[src/rtl/core/pdx_pkg.sv]
// Package for the packet deframer with XOR check: phase and status codes,
// result record and fixed frame constants. No dependencies.
`default_nettype none

package pdx_pkg;

    localparam int HEADER_BYTES = 5;
    localparam int FOOTER_BYTES = 4;
    localparam logic [15:0] MAX_MESSAGE_BYTES = 16'd1024;

    localparam int CFG_INDEX_W = 1;
    localparam logic [CFG_INDEX_W-1:0] CFG_START_MARKER = 1'd0;
    localparam logic [CFG_INDEX_W-1:0] CFG_TOKEN_MARKER = 1'd1;

    localparam logic [7:0] START_MARKER_RESET = 8'd27;
    localparam logic [7:0] TOKEN_MARKER_RESET = 8'd14;

    typedef enum logic [2:0] {
        PH_WAIT   = 3'd0,
        PH_SEQ    = 3'd1,
        PH_LEN_HI = 3'd2,
        PH_LEN_LO = 3'd3,
        PH_TOKEN  = 3'd4,
        PH_BODY   = 3'd5,
        PH_FOOTER = 3'd6
    } phase_t;

    typedef enum logic [2:0] {
        ST_OK        = 3'd0,
        ST_BAD_START = 3'd1,
        ST_BAD_TOKEN = 3'd2,
        ST_BAD_SUM   = 3'd3,
        ST_TOO_LONG  = 3'd4
    } status_t;

    typedef struct packed {
        logic [7:0]  echo_byte;
        logic        is_payload;
        logic        frame_done;
        status_t     frame_status;
        logic [7:0]  sequence_number;
        logic [15:0] message_length;
    } res_t;

endpackage

`default_nettype wire

[src/rtl/core/pdx_parser.sv]
// Frame parser: marker registers, phase machine, XOR lanes and the result
// of the byte being transferred. Depends on pdx_pkg.
`default_nettype none

module pdx_parser (
    input  wire logic                         clk,
    input  wire logic                         rst_n,
    input  wire logic                         accept,
    input  wire logic [7:0]                   rx_byte,
    input  wire logic                         cfg_we,
    input  wire logic [pdx_pkg::CFG_INDEX_W-1:0] cfg_index,
    input  wire logic [7:0]                   cfg_data,
    output pdx_pkg::res_t                     result
);
    import pdx_pkg::*;

    logic [7:0]  start_marker_reg;
    logic [7:0]  token_marker_reg;
    phase_t      phase_reg,   phase_next;
    logic [15:0] count_reg,   count_next;
    logic [15:0] length_reg,  length_next;
    logic [7:0]  seq_reg,     seq_next;
    logic [31:0] lanes_reg,   lanes_next;
    logic [1:0]  ptr_reg,     ptr_next;
    logic        mismatch_reg, mismatch_next;

    logic        payload;
    logic        done;
    status_t     status;
    logic [15:0] count_inc;
    logic [15:0] len_lo_value;
    logic [7:0]  footer_lane;
    logic [31:0] fold_lanes;
    logic [1:0]  fold_ptr;

    assign count_inc    = count_reg + 16'd1;
    assign len_lo_value = {length_reg[15:8], rx_byte};
    assign footer_lane  = lanes_reg[{count_reg[1:0], 3'b000} +: 8];
    assign fold_lanes   = lanes_reg ^ ({24'd0, rx_byte} << {ptr_reg, 3'b000});
    assign fold_ptr     = ptr_reg + 2'd1;

    // next state and datapath
    always_comb
    begin
        phase_next    = phase_reg;
        count_next    = count_reg;
        length_next   = length_reg;
        seq_next      = seq_reg;
        lanes_next    = lanes_reg;
        ptr_next      = ptr_reg;
        mismatch_next = mismatch_reg;
        unique case (phase_reg)
            PH_SEQ:
            begin
                seq_next   = rx_byte;
                lanes_next = fold_lanes;
                ptr_next   = fold_ptr;
                phase_next = PH_LEN_HI;
            end
            PH_LEN_HI:
            begin
                length_next = {rx_byte, 8'd0};
                lanes_next  = fold_lanes;
                ptr_next    = fold_ptr;
                phase_next  = PH_LEN_LO;
            end
            PH_LEN_LO:
            begin
                length_next = len_lo_value;
                lanes_next  = fold_lanes;
                ptr_next    = fold_ptr;
                phase_next  = (len_lo_value > MAX_MESSAGE_BYTES) ? PH_WAIT : PH_TOKEN;
            end
            PH_TOKEN:
            begin
                if (rx_byte != token_marker_reg)
                begin
                    phase_next = PH_WAIT;
                end
                else
                begin
                    lanes_next    = fold_lanes;
                    ptr_next      = fold_ptr;
                    count_next    = 16'd0;
                    mismatch_next = 1'b0;
                    phase_next    = (length_reg == 16'd0) ? PH_FOOTER : PH_BODY;
                end
            end
            PH_BODY:
            begin
                lanes_next = fold_lanes;
                ptr_next   = fold_ptr;
                count_next = count_inc;
                if (count_inc >= length_reg)
                begin
                    count_next    = 16'd0;
                    mismatch_next = 1'b0;
                    phase_next    = PH_FOOTER;
                end
            end
            PH_FOOTER:
            begin
                if (footer_lane != rx_byte)
                begin
                    mismatch_next = 1'b1;
                end
                count_next = count_inc;
                if (count_inc >= 16'(FOOTER_BYTES))
                begin
                    count_next = 16'd0;
                    phase_next = PH_WAIT;
                end
            end
            default:
            begin
                // waiting, and the unused code
                seq_next      = 8'd0;
                length_next   = 16'd0;
                count_next    = 16'd0;
                mismatch_next = 1'b0;
                if (rx_byte == start_marker_reg)
                begin
                    lanes_next = {24'd0, rx_byte};
                    ptr_next   = 2'd1;
                    phase_next = PH_SEQ;
                end
                else
                begin
                    lanes_next = 32'd0;
                    ptr_next   = 2'd0;
                    phase_next = PH_WAIT;
                end
            end
        endcase
    end

    // result flags
    always_comb
    begin
        payload = 1'b0;
        done    = 1'b0;
        status  = ST_OK;
        unique case (phase_reg)
            PH_SEQ, PH_LEN_HI:
            begin
            end
            PH_LEN_LO:
            begin
                if (len_lo_value > MAX_MESSAGE_BYTES)
                begin
                    done   = 1'b1;
                    status = ST_TOO_LONG;
                end
            end
            PH_TOKEN:
            begin
                if (rx_byte != token_marker_reg)
                begin
                    done   = 1'b1;
                    status = ST_BAD_TOKEN;
                end
            end
            PH_BODY:
            begin
                payload = 1'b1;
            end
            PH_FOOTER:
            begin
                if (count_inc >= 16'(FOOTER_BYTES))
                begin
                    done   = 1'b1;
                    status = (mismatch_next) ? ST_BAD_SUM : ST_OK;
                end
            end
            default:
            begin
                if (rx_byte != start_marker_reg)
                begin
                    done   = 1'b1;
                    status = ST_BAD_START;
                end
            end
        endcase
    end

    assign result.echo_byte       = rx_byte;
    assign result.is_payload      = payload;
    assign result.frame_done      = done;
    assign result.frame_status    = status;
    assign result.sequence_number = seq_next;
    assign result.message_length  = length_next;

    always_ff @(posedge clk or negedge rst_n)
    begin
        if (!rst_n)
        begin
            start_marker_reg <= START_MARKER_RESET;
            token_marker_reg <= TOKEN_MARKER_RESET;
        end
        else if (cfg_we)
        begin
            unique case (cfg_index)
                CFG_START_MARKER: start_marker_reg <= cfg_data;
                CFG_TOKEN_MARKER: token_marker_reg <= cfg_data;
                default:
                begin
                end
            endcase
        end
    end

    always_ff @(posedge clk or negedge rst_n)
    begin
        if (!rst_n)
        begin
            phase_reg    <= PH_WAIT;
            count_reg    <= 16'd0;
            length_reg   <= 16'd0;
            seq_reg      <= 8'd0;
            lanes_reg    <= 32'd0;
            ptr_reg      <= 2'd0;
            mismatch_reg <= 1'b0;
        end
        else if (accept)
        begin
            phase_reg    <= phase_next;
            count_reg    <= count_next;
            length_reg   <= length_next;
            seq_reg      <= seq_next;
            lanes_reg    <= lanes_next;
            ptr_reg      <= ptr_next;
            mismatch_reg <= mismatch_next;
        end
    end

endmodule

`default_nettype wire

[src/rtl/core/pdx_out_reg.sv]
// Result register between the parser and the output channel, with the
// upstream stall derived from it. Depends on pdx_pkg.
`default_nettype none

module pdx_out_reg (
    input  wire logic          clk,
    input  wire logic          rst_n,
    input  wire logic          in_valid,
    output logic               in_stall,
    input  wire pdx_pkg::res_t res_in,
    output logic               out_valid,
    input  wire logic          out_stall,
    output pdx_pkg::res_t      res_out
);
    import pdx_pkg::*;

    logic valid_reg;
    res_t res_reg;
    logic load;

    // a held result that is not being taken blocks the next transfer
    assign in_stall = valid_reg && out_stall;
    assign load     = in_valid && !in_stall;

    always_ff @(posedge clk or negedge rst_n)
    begin
        if (!rst_n)
        begin
            valid_reg <= 1'b0;
        end
        else if (!in_stall)
        begin
            valid_reg <= in_valid;
        end
    end

    always_ff @(posedge clk)
    begin
        if (load)
        begin
            res_reg <= res_in;
        end
    end

    assign out_valid = valid_reg;
    assign res_out   = res_reg;

endmodule

`default_nettype wire

[src/rtl/core/packet_deframer_xor_check_top.sv]
// Top level of the packet deframer with XOR check.
// Depends on pdx_pkg, pdx_parser and pdx_out_reg.
`default_nettype none

// One received byte is taken per clock while not stalled and gives exactly one
// result, registered in the single result register, which holds the last result
// while the output side stalls and then stalls the input in turn. The frame
// parser updates its phase, counters and XOR lanes on each transfer. The user
// must write the marker registers through cfg_we, cfg_index and cfg_data only
// while no frame is in flight; the block itself does not enforce this.
module packet_deframer_xor_check_top (
    input  wire logic                            clk,
    input  wire logic                            rst_n,
    input  wire logic                            in_valid,
    output logic                                 in_stall,
    input  wire logic [7:0]                      rx_byte,
    output logic                                 out_valid,
    input  wire logic                            out_stall,
    output logic [7:0]                           echo_byte,
    output logic                                 is_payload,
    output logic                                 frame_done,
    output logic [2:0]                           frame_status,
    output logic [7:0]                           sequence_number,
    output logic [15:0]                          message_length,
    input  wire logic                            cfg_we,
    input  wire logic [pdx_pkg::CFG_INDEX_W-1:0] cfg_index,
    input  wire logic [7:0]                      cfg_data
);
    import pdx_pkg::*;

    res_t res_comb;
    res_t res_held;
    logic accept;

    assign accept = in_valid && !in_stall;

    pdx_parser u_parser (
        .clk       (clk),
        .rst_n     (rst_n),
        .accept    (accept),
        .rx_byte   (rx_byte),
        .cfg_we    (cfg_we),
        .cfg_index (cfg_index),
        .cfg_data  (cfg_data),
        .result    (res_comb)
    );

    pdx_out_reg u_out_reg (
        .clk       (clk),
        .rst_n     (rst_n),
        .in_valid  (in_valid),
        .in_stall  (in_stall),
        .res_in    (res_comb),
        .out_valid (out_valid),
        .out_stall (out_stall),
        .res_out   (res_held)
    );

    assign echo_byte       = res_held.echo_byte;
    assign is_payload      = res_held.is_payload;
    assign frame_done      = res_held.frame_done;
    assign frame_status    = res_held.frame_status;
    assign sequence_number = res_held.sequence_number;
    assign message_length  = res_held.message_length;

endmodule

`default_nettype wire
[config.mk]
export PLATFORM = sky130hd
export DESIGN_NAME = packet_deframer_xor_check_top
export DESIGN_NICKNAME = d
export VERILOG_FILES = /design/src/rtl/core/pdx_pkg.sv /design/src/rtl/core/pdx_parser.sv /design/src/rtl/core/pdx_out_reg.sv /design/src/rtl/core/packet_deframer_xor_check_top.sv
export SDC_FILE = /design/constraint.sdc
export NUM_CORES = 1
export LEC_CHECK = 0
export BUFFER_PORTS_ARGS = -buffer_cell sky130_fd_sc_hd__buf_2
export CORE_MARGIN = 2
export CORE_UTILIZATION = 40
export CTS_BUF_LIST = sky130_fd_sc_hd__clkbuf_4 sky130_fd_sc_hd__clkbuf_8
export CTS_CLUSTER_DIAMETER = 150
export CTS_CLUSTER_SIZE = 16
export DETAILED_ROUTE_END_ITERATION = 8
export GPL_TIMING_DRIVEN = 1
export MAX_ROUTING_LAYER = met4
export PLACE_DENSITY = 0.64
export SYNTH_ARGS = -nofsm -noshare
export SYNTH_HDL_FRONTEND = slang
export SYNTH_SLANG_ARGS = --single-unit
[constraint.sdc]
create_clock -name clk -period 3.7 [get_ports clk]
set_input_delay 0.555 -clock clk [delete_from_list [all_inputs] [get_ports clk]]
set_output_delay 0.555 -clock clk [all_outputs]
set_load 0.02 [all_outputs]
==> impl_metrics.py, run 1 <==
metrics = {
    "placement": {
        "gp_congestion": 0.916,
        "placed_cell_area_mm2": 0.00780,
        "port_buffers": 60,
        "hpwl_um": 12400,
    },
    "timing": {
        "final_min_period_over_clock_period": 0.906,
        "setup_tns_ps": 0,
        "slew_violations": 0,
        "hold_viol_final": 0,
        "setup_viol": 0,
        "whs_ps": 103,
        "relSlewSlack": 0.191,
        "fin_crit_ps": 3350,
        "tightest_slew_ps": 1210,
        "rsz0062_at_grt": "false",
        "skew_ps": 10.3,
        "fmax_mhz": 298,
    },
    "layout": {
        "final_nets": 835,
        "final_common_cell": "nand2_1",
        "area_growth_syn_to_layout_pct": 9.82,
        "antenna_cells": 0,
        "final_layout_size_suffix_gt1_frac": 0.203,
        "largest_reg_flops": 37,
        "fillCellCount": 1701,
        "final_cell_area_mm2": 0.00815,
        "mostFrequentLayoutCells": "nand2_1 (107), dfrtp_1 (88), o21ai_0 (76)",
    },
    "route": {
        "drt_iter0_markers": 551,
        "drc": 0,
        "wl_um": 18300,
        "ant_nets": 0,
        "first_pass_iters": 7,
        "vias_per_cell": 5.56,
        "vias": 5776,
        "wl_per_cell_um": 17.6,
    },
    "power_and_ir_drop": {
        "p_per_area_mw_per_mm2": 679,
        "leakagePower_uw": 0.00342,
        "ir_drop_mv": 0.243,
    },
    "clocking": {
        "cts_tree": "yes",
        "cts_sinks": 132,
        "ctsResizeCount": 0,
        "insertion_delay_ps": 460,
        "cts-hold-fix-buffers": 0,
        "clock_path_buffers": 2,
        "cts_made_buffers": 17,
        "cts_setup_buffers": 0,
        "cts-root-buf": "clkbuf_8",
        "h-tree-depth": 4,
        "path_clk_slew_ps": 80,
    },
    "worst_setup_path": {
        "crit_fanout": 9,
        "arrival_ps": 3680,
        "crit_required_ps": 4030,
        "critical_path_class": "reg2reg",
        "startpoint_type": "flop",
        "cp-end-kind": "flop",
    },
    "synth": {
        "netlist_area_mm2": 0.00742,
        "synth_edf_count": 37,
        "syn_avg_cell_area_um2": 9.84,
        "synthTopCellsByArea": "dfrtp_1 (30%), edfxtp_1 (15%), nand2_1 (5.4%)",
        "synth-seq-cells": 132,
        "synthArstFlopShare": 0.720,
        "ys_warn_count": 0,
        "synth_nets": 793,
        "yosys.area.top_type_share": 0.297,
        "synth.distinct_cells": 70,
        "yosysSeqAreaShare": 0.471,
        "yosysTopAreaCell": "dfrtp_1",
        "synthFlopType": "dfrtp_1",
        "synthCells": 754,
    },
    "grt": {
        "overflow": 0,
        "grt_pass1_wl_um": 29900,
        "grt_pass1_vias": 5496,
        "grt_max_degree": 58,
        "grt.total_usage": 0.199,
        "antenna_found_initial": 0,
    },
    "die": {
        "die_width_um": 140,
        "ios": 61,
        "start_util": 0.410,
        "die_h_um": 140,
        "rows": 49,
        "coreArea_mm2": 0.0181,
        "die-area_mm2": 0.0197,
    },
    "flow_run": {
        "maxCapViolations": 0,
    },
    "hold_path": {
        "hold_class": "in2async",
    },
    "run_status": {
        "outcome": "finished clean",
    },
}
## stage by stage
step,setup slack (ps),total power [uW],utilization,std cells
global placement,467,4410,0.431,1006
global route,52.0,5930,0.450,1038
detailed placement,376,4450,0.431,1006
floorplan,468,3840,-,754
CTS,338,5550,0.450,1038
finish,347,5530,0.450,1038
## final timing paths
| path | endpoint | slack (ps) | cells past startpoint | from |
|---|---|---|---|---|
| max reg2reg | u_parser.count_reg[9] | 350 | 11 | u_parser.count_reg[5] |
| max in group asynchronous | u_parser.start_marker_reg[3] | 2740 | 2 | rst_n |
| min reg2reg | u_parser.lanes_reg[30] | 470 | 1 | u_parser.lanes_reg[30] |
| min in group clk | u_out_reg.out_valid | 300 | 2 | in_valid |
| min | u_out_reg.out_valid | 100 | 1 | rst_n |
| max | u_parser.count_reg[9] | 350 | 11 | u_parser.count_reg[5] |
## where the power goes
group          internal (uW)  switching (uW)
logic                    832            1370
registers               1960             292
clock network            511             573
total                   3300            2230
## critical path: stages, from the launching register on
cell and delay, ps:
dfrtp_1 530, nand4_4 200, o31a_1 350, or2_2 300, ha_1 290, and4_1 220, o211ai_1 90, or3_1 330
a21oi_2 230, nor2_2 130, nor3_4 440, nor2_1 100
## cells by family after synthesis
logic type / Yosys count / share of synthesized area
AND/OR/NAND/NOR: 241 / 0.160
flip-flops: 132 / 0.471
XOR/XNOR: 46 / 0.0543
adder cells (fa/ha/maj): 17 / 0.0287
AO/OA/AOI/OAI: 206 / 0.165
multiplexers: 30 / 0.0604
buffers and inverters: 82 / 0.0611
## routing by layer
metal  part of all wire  track usage  vias to the layer above
li1                   -            -                     2761
met1               0.48        0.277                     2800
met2               0.45        0.291                      195
met3              0.062       0.0410                       20
met4              0.016       0.0643                        0
met5                  0            -                        -
## synth_stat cells, types with 3 or more instances
cell type  number
nand2_1       107
dfrtp_1        88
o21ai_0        76
o21ai_1        40
a21oi_1        39
nor2_1         38
edfxtp_1       37
xnor2_1        32
clkbuf_1       28
nand3_1        28
inv_1          24
a22o_1         22
mux2_2         22
ha_1           17
xor2_1         14
buf_6          12
nand4_1        10
nor3_1          9
dfstp_2         7
nor2b_1         7
buf_1           6
nand2b_1        6
nor4_1          6
and3_1          5
buf_2           5
clkbuf_8        4
mux4_1          4
o22ai_1         4
and2_1          3
o211ai_1        3
## layout make-up
cell class,instances,area [um2],share of cell area
Inverter,24,90.1,0.0111
Sequential cell,132,3500,0.429
Clock inverter,10,60.1,0.00737
Timing Repair Buffer,81,460,0.0565
Multi-Input combinational cell,540,3470,0.426
Tap cell,229,287,0.0352
Clock buffer,22,284,0.0349
No activity file was read; power rests on OpenSTA's default activity.
==> run 2, diff against run 1 <==
--- a/config.mk
+++ b/config.mk
@@ -5,6 +5,7 @@
 export SDC_FILE = /design/constraint.sdc
 export NUM_CORES = 1
 export LEC_CHECK = 0
+export ABC_AREA = 1
 export BUFFER_PORTS_ARGS = -buffer_cell sky130_fd_sc_hd__buf_2
 export CORE_MARGIN = 2
 export CORE_UTILIZATION = 40
==> impl_metrics.py, run 2 <==
metrics = {
    "route": {
        "vias": 6027,
        "drt_iter0_markers": 597,
        "drc": 0,
        "wl_um": 17800,
        "ant_nets": 0,
        "wl_per_cell_um": 15.0,
        "vias_per_cell": 5.09,
        "first_pass_iters": 5,
    },
    "synth": {
        "yosysTopAreaCell": "dfrtp_1",
        "synth-seq-cells": 132,
        "yosysSeqAreaShare": 0.484,
        "yosysMostFrequentCell": "nand2_1",
        "ys_warn_count": 0,
        "netlist_area_mm2": 0.00723,
        "synth_edf_count": 37,
        "synthTopCellsByArea": "dfrtp_1 (30%), edfxtp_1 (15%), nand2_1 (13%)",
        "synthFlopType": "dfrtp_1",
        "yosys.area.top_type_share": 0.304,
        "synthCells": 889,
        "synth.distinct_cells": 35,
        "synthTopCellsByCount": "nand2_1 (245), inv_1 (97), dfrtp_1 (88)",
        "syn_avg_cell_area_um2": 8.13,
        "synth_nets": 928,
        "synthArstFlopShare": 0.720,
    },
    "timing": {
        "final_min_period_over_clock_period": 0.822,
        "slew_violations": 0,
        "setup_viol": 0,
        "skew_ps": 9.15,
        "hold_viol_final": 0,
        "fmax_mhz": 329,
        "fin_crit_ps": 3040,
        "rsz0062_at_grt": "false",
        "tightest_slew_ps": 1020,
        "setup_tns_ps": 0,
        "relSlewSlack": 0.315,
    },
    "worst_setup_path": {
        "cp_slowest_stage_delay_ps": 470,
        "arrival_ps": 3260,
        "cp.buffers_inverters": 1,
        "r2r-start": "u_parser.count_reg[0]",
        "startpoint_type": "flop",
        "crit_top_cell": "nand2_1",
        "crit_family": "simple AND/OR/NAND/NOR gates",
        "crit_required_ps": 3910,
        "crit_fanout": 7,
        "critical_path_class": "reg2reg",
        "crit_start": "u_parser.count_reg[0]",
        "cpMaxStageDelayCell": "nor4_1",
        "cp-end-kind": "flop",
        "crit_chain": "ha_1 > nand2_1 > nor2_1 > nand4_1 > nand2_1 > inv_1 > ha_1 > nand2_1 > nor4_1 > nand2_1 > nand2_1 > nand2_1 > nand2_1 > nand2_1 > nand2_1 > nand2_1",
    },
    "run_status": {
        "outcome": "finished clean",
    },
    "clocking": {
        "insertion_delay_ps": 460,
        "cts_made_buffers": 17,
        "h-tree-depth": 4,
        "path_clk_slew_ps": 70,
        "cts_sinks": 132,
        "cts-root-buf": "clkbuf_8",
        "cts_tree": "yes",
        "clock_path_buffers": 2,
        "cts_setup_buffers": 0,
        "ctsResizeCount": 0,
        "cts-hold-fix-buffers": 0,
    },
    "hold_path": {
        "hold_class": "in2async",
    },
    "die": {
        "coreArea_mm2": 0.0178,
        "rows": 49,
        "ios": 61,
        "die_width_um": 138,
        "die_h_um": 138,
        "die-area_mm2": 0.0192,
        "start_util": 0.405,
    },
    "power_and_ir_drop": {
        "p_total_uw": 4830,
        "ir_drop_mv": 0.325,
        "leakagePower_uw": 0.00374,
        "p_per_area_mw_per_mm2": 597,
    },
    "layout": {
        "mostFrequentLayoutCells": "nand2_1 (245), inv_1 (97), dfrtp_1 (88)",
        "area_growth_syn_to_layout_pct": 12.0,
        "final_nets": 982,
        "final_layout_size_suffix_gt1_frac": 0.142,
        "antenna_cells": 0,
        "largest_reg_flops": 37,
        "final_common_cell": "nand2_1",
    },
    "placement": {
        "hpwl_um": 12500,
        "gp_congestion": 0.870,
        "port_buffers": 60,
    },
    "grt": {
        "grt.total_usage": 0.198,
        "overflow": 0,
        "grt_max_degree": 88,
        "grt_pass1_wl_um": 29300,
        "grt_pass1_vias": 5550,
        "antenna_found_initial": 0,
    },
    "flow_run": {
        "maxCapViolations": 0,
    },
}
## run 2: cell families after synthesis
logic type      share of synthesized area
simple gates                        0.246
compound gates                      0.110
buf+inv                            0.0791
flops                               0.484
xor+xnor                           0.0521
fa+ha+maj                          0.0294
## run 2: cell type report
cell class / count / area (um2)
fill: 1769 / 9740
sequential: 132 / 3500
multi-input combinational: 616 / 3170
inverter: 106 / 399
timing repair buffer: 70 / 378
tap: 229 / 287
clock buffer: 19 / 255
clock inverter: 13 / 110
## run 2: path summary, 6_finish.rpt
| check | slack, ps | end | depth (start not counted) |
|---|---|---|---|
| hold reg to reg | 490 | u_parser.mismatch_reg | 2 |
| max in group asynchronous | 2690 | u_parser.length_reg[11] | 2 |
| setup reg to reg | 660 | u_out_reg.res_out[25] | 16 |
| hold / removal | 250 | u_parser.lanes_reg[31] | 1 |
| setup / recovery | 660 | u_out_reg.res_out[25] | 16 |
| min in group clk | 310 | u_out_reg.out_valid | 3 |
## run 2: worst register-to-register path, stage by stage (launching register included)
cell     delay (ps)
dfrtp_1         440
ha_1            210
nand2_1          90
nor2_1          260
nand4_1         130
nand2_1         110
inv_1            60
ha_1            270
nand2_1          70
nor4_1          470
nand2_1         140
nand2_1         230
nand2_1          80
nand2_1          60
nand2_1          60
nand2_1          80
nand2_1          60
## run 2: per-layer routing
layer / share of wire / GRT usage / vias to the layer above
met5: 0 / - / -
met4: 0.020 / 0.0634 / 0
met3: 0.059 / 0.0374 / 26
met2: 0.43 / 0.282 / 193
met1: 0.49 / 0.285 / 2781
li1: - / - / 3027
## run 2: power by group
part           switching, uW  internal [uW]  leakage (uW)
combinational           1090            535       0.00193
sequential               231           1830       0.00163
clock                    596            551      0.000180
total                   1920           2910       0.00374
## run 2: per-stage QoR
| stage | util | instances | setup WS [ps] | instance area, um2 | hold WS (ps) |
|---|---|---|---|---|---|
| 2_1_floorplan | - | 889 | 853 | 7230 | 259 |
| 3_3_place_gp | 0.433 | 1153 | 723 | 7730 | 472 |
| 3_5_place_dp | 0.433 | 1153 | 631 | 7730 | 473 |
| 4_1_cts | 0.454 | 1185 | 614 | 8100 | 280 |
| 5_1_grt | 0.454 | 1185 | 178 | 8100 | 335 |
| 6_report | 0.454 | 1185 | 657 | 8100 | 252 |
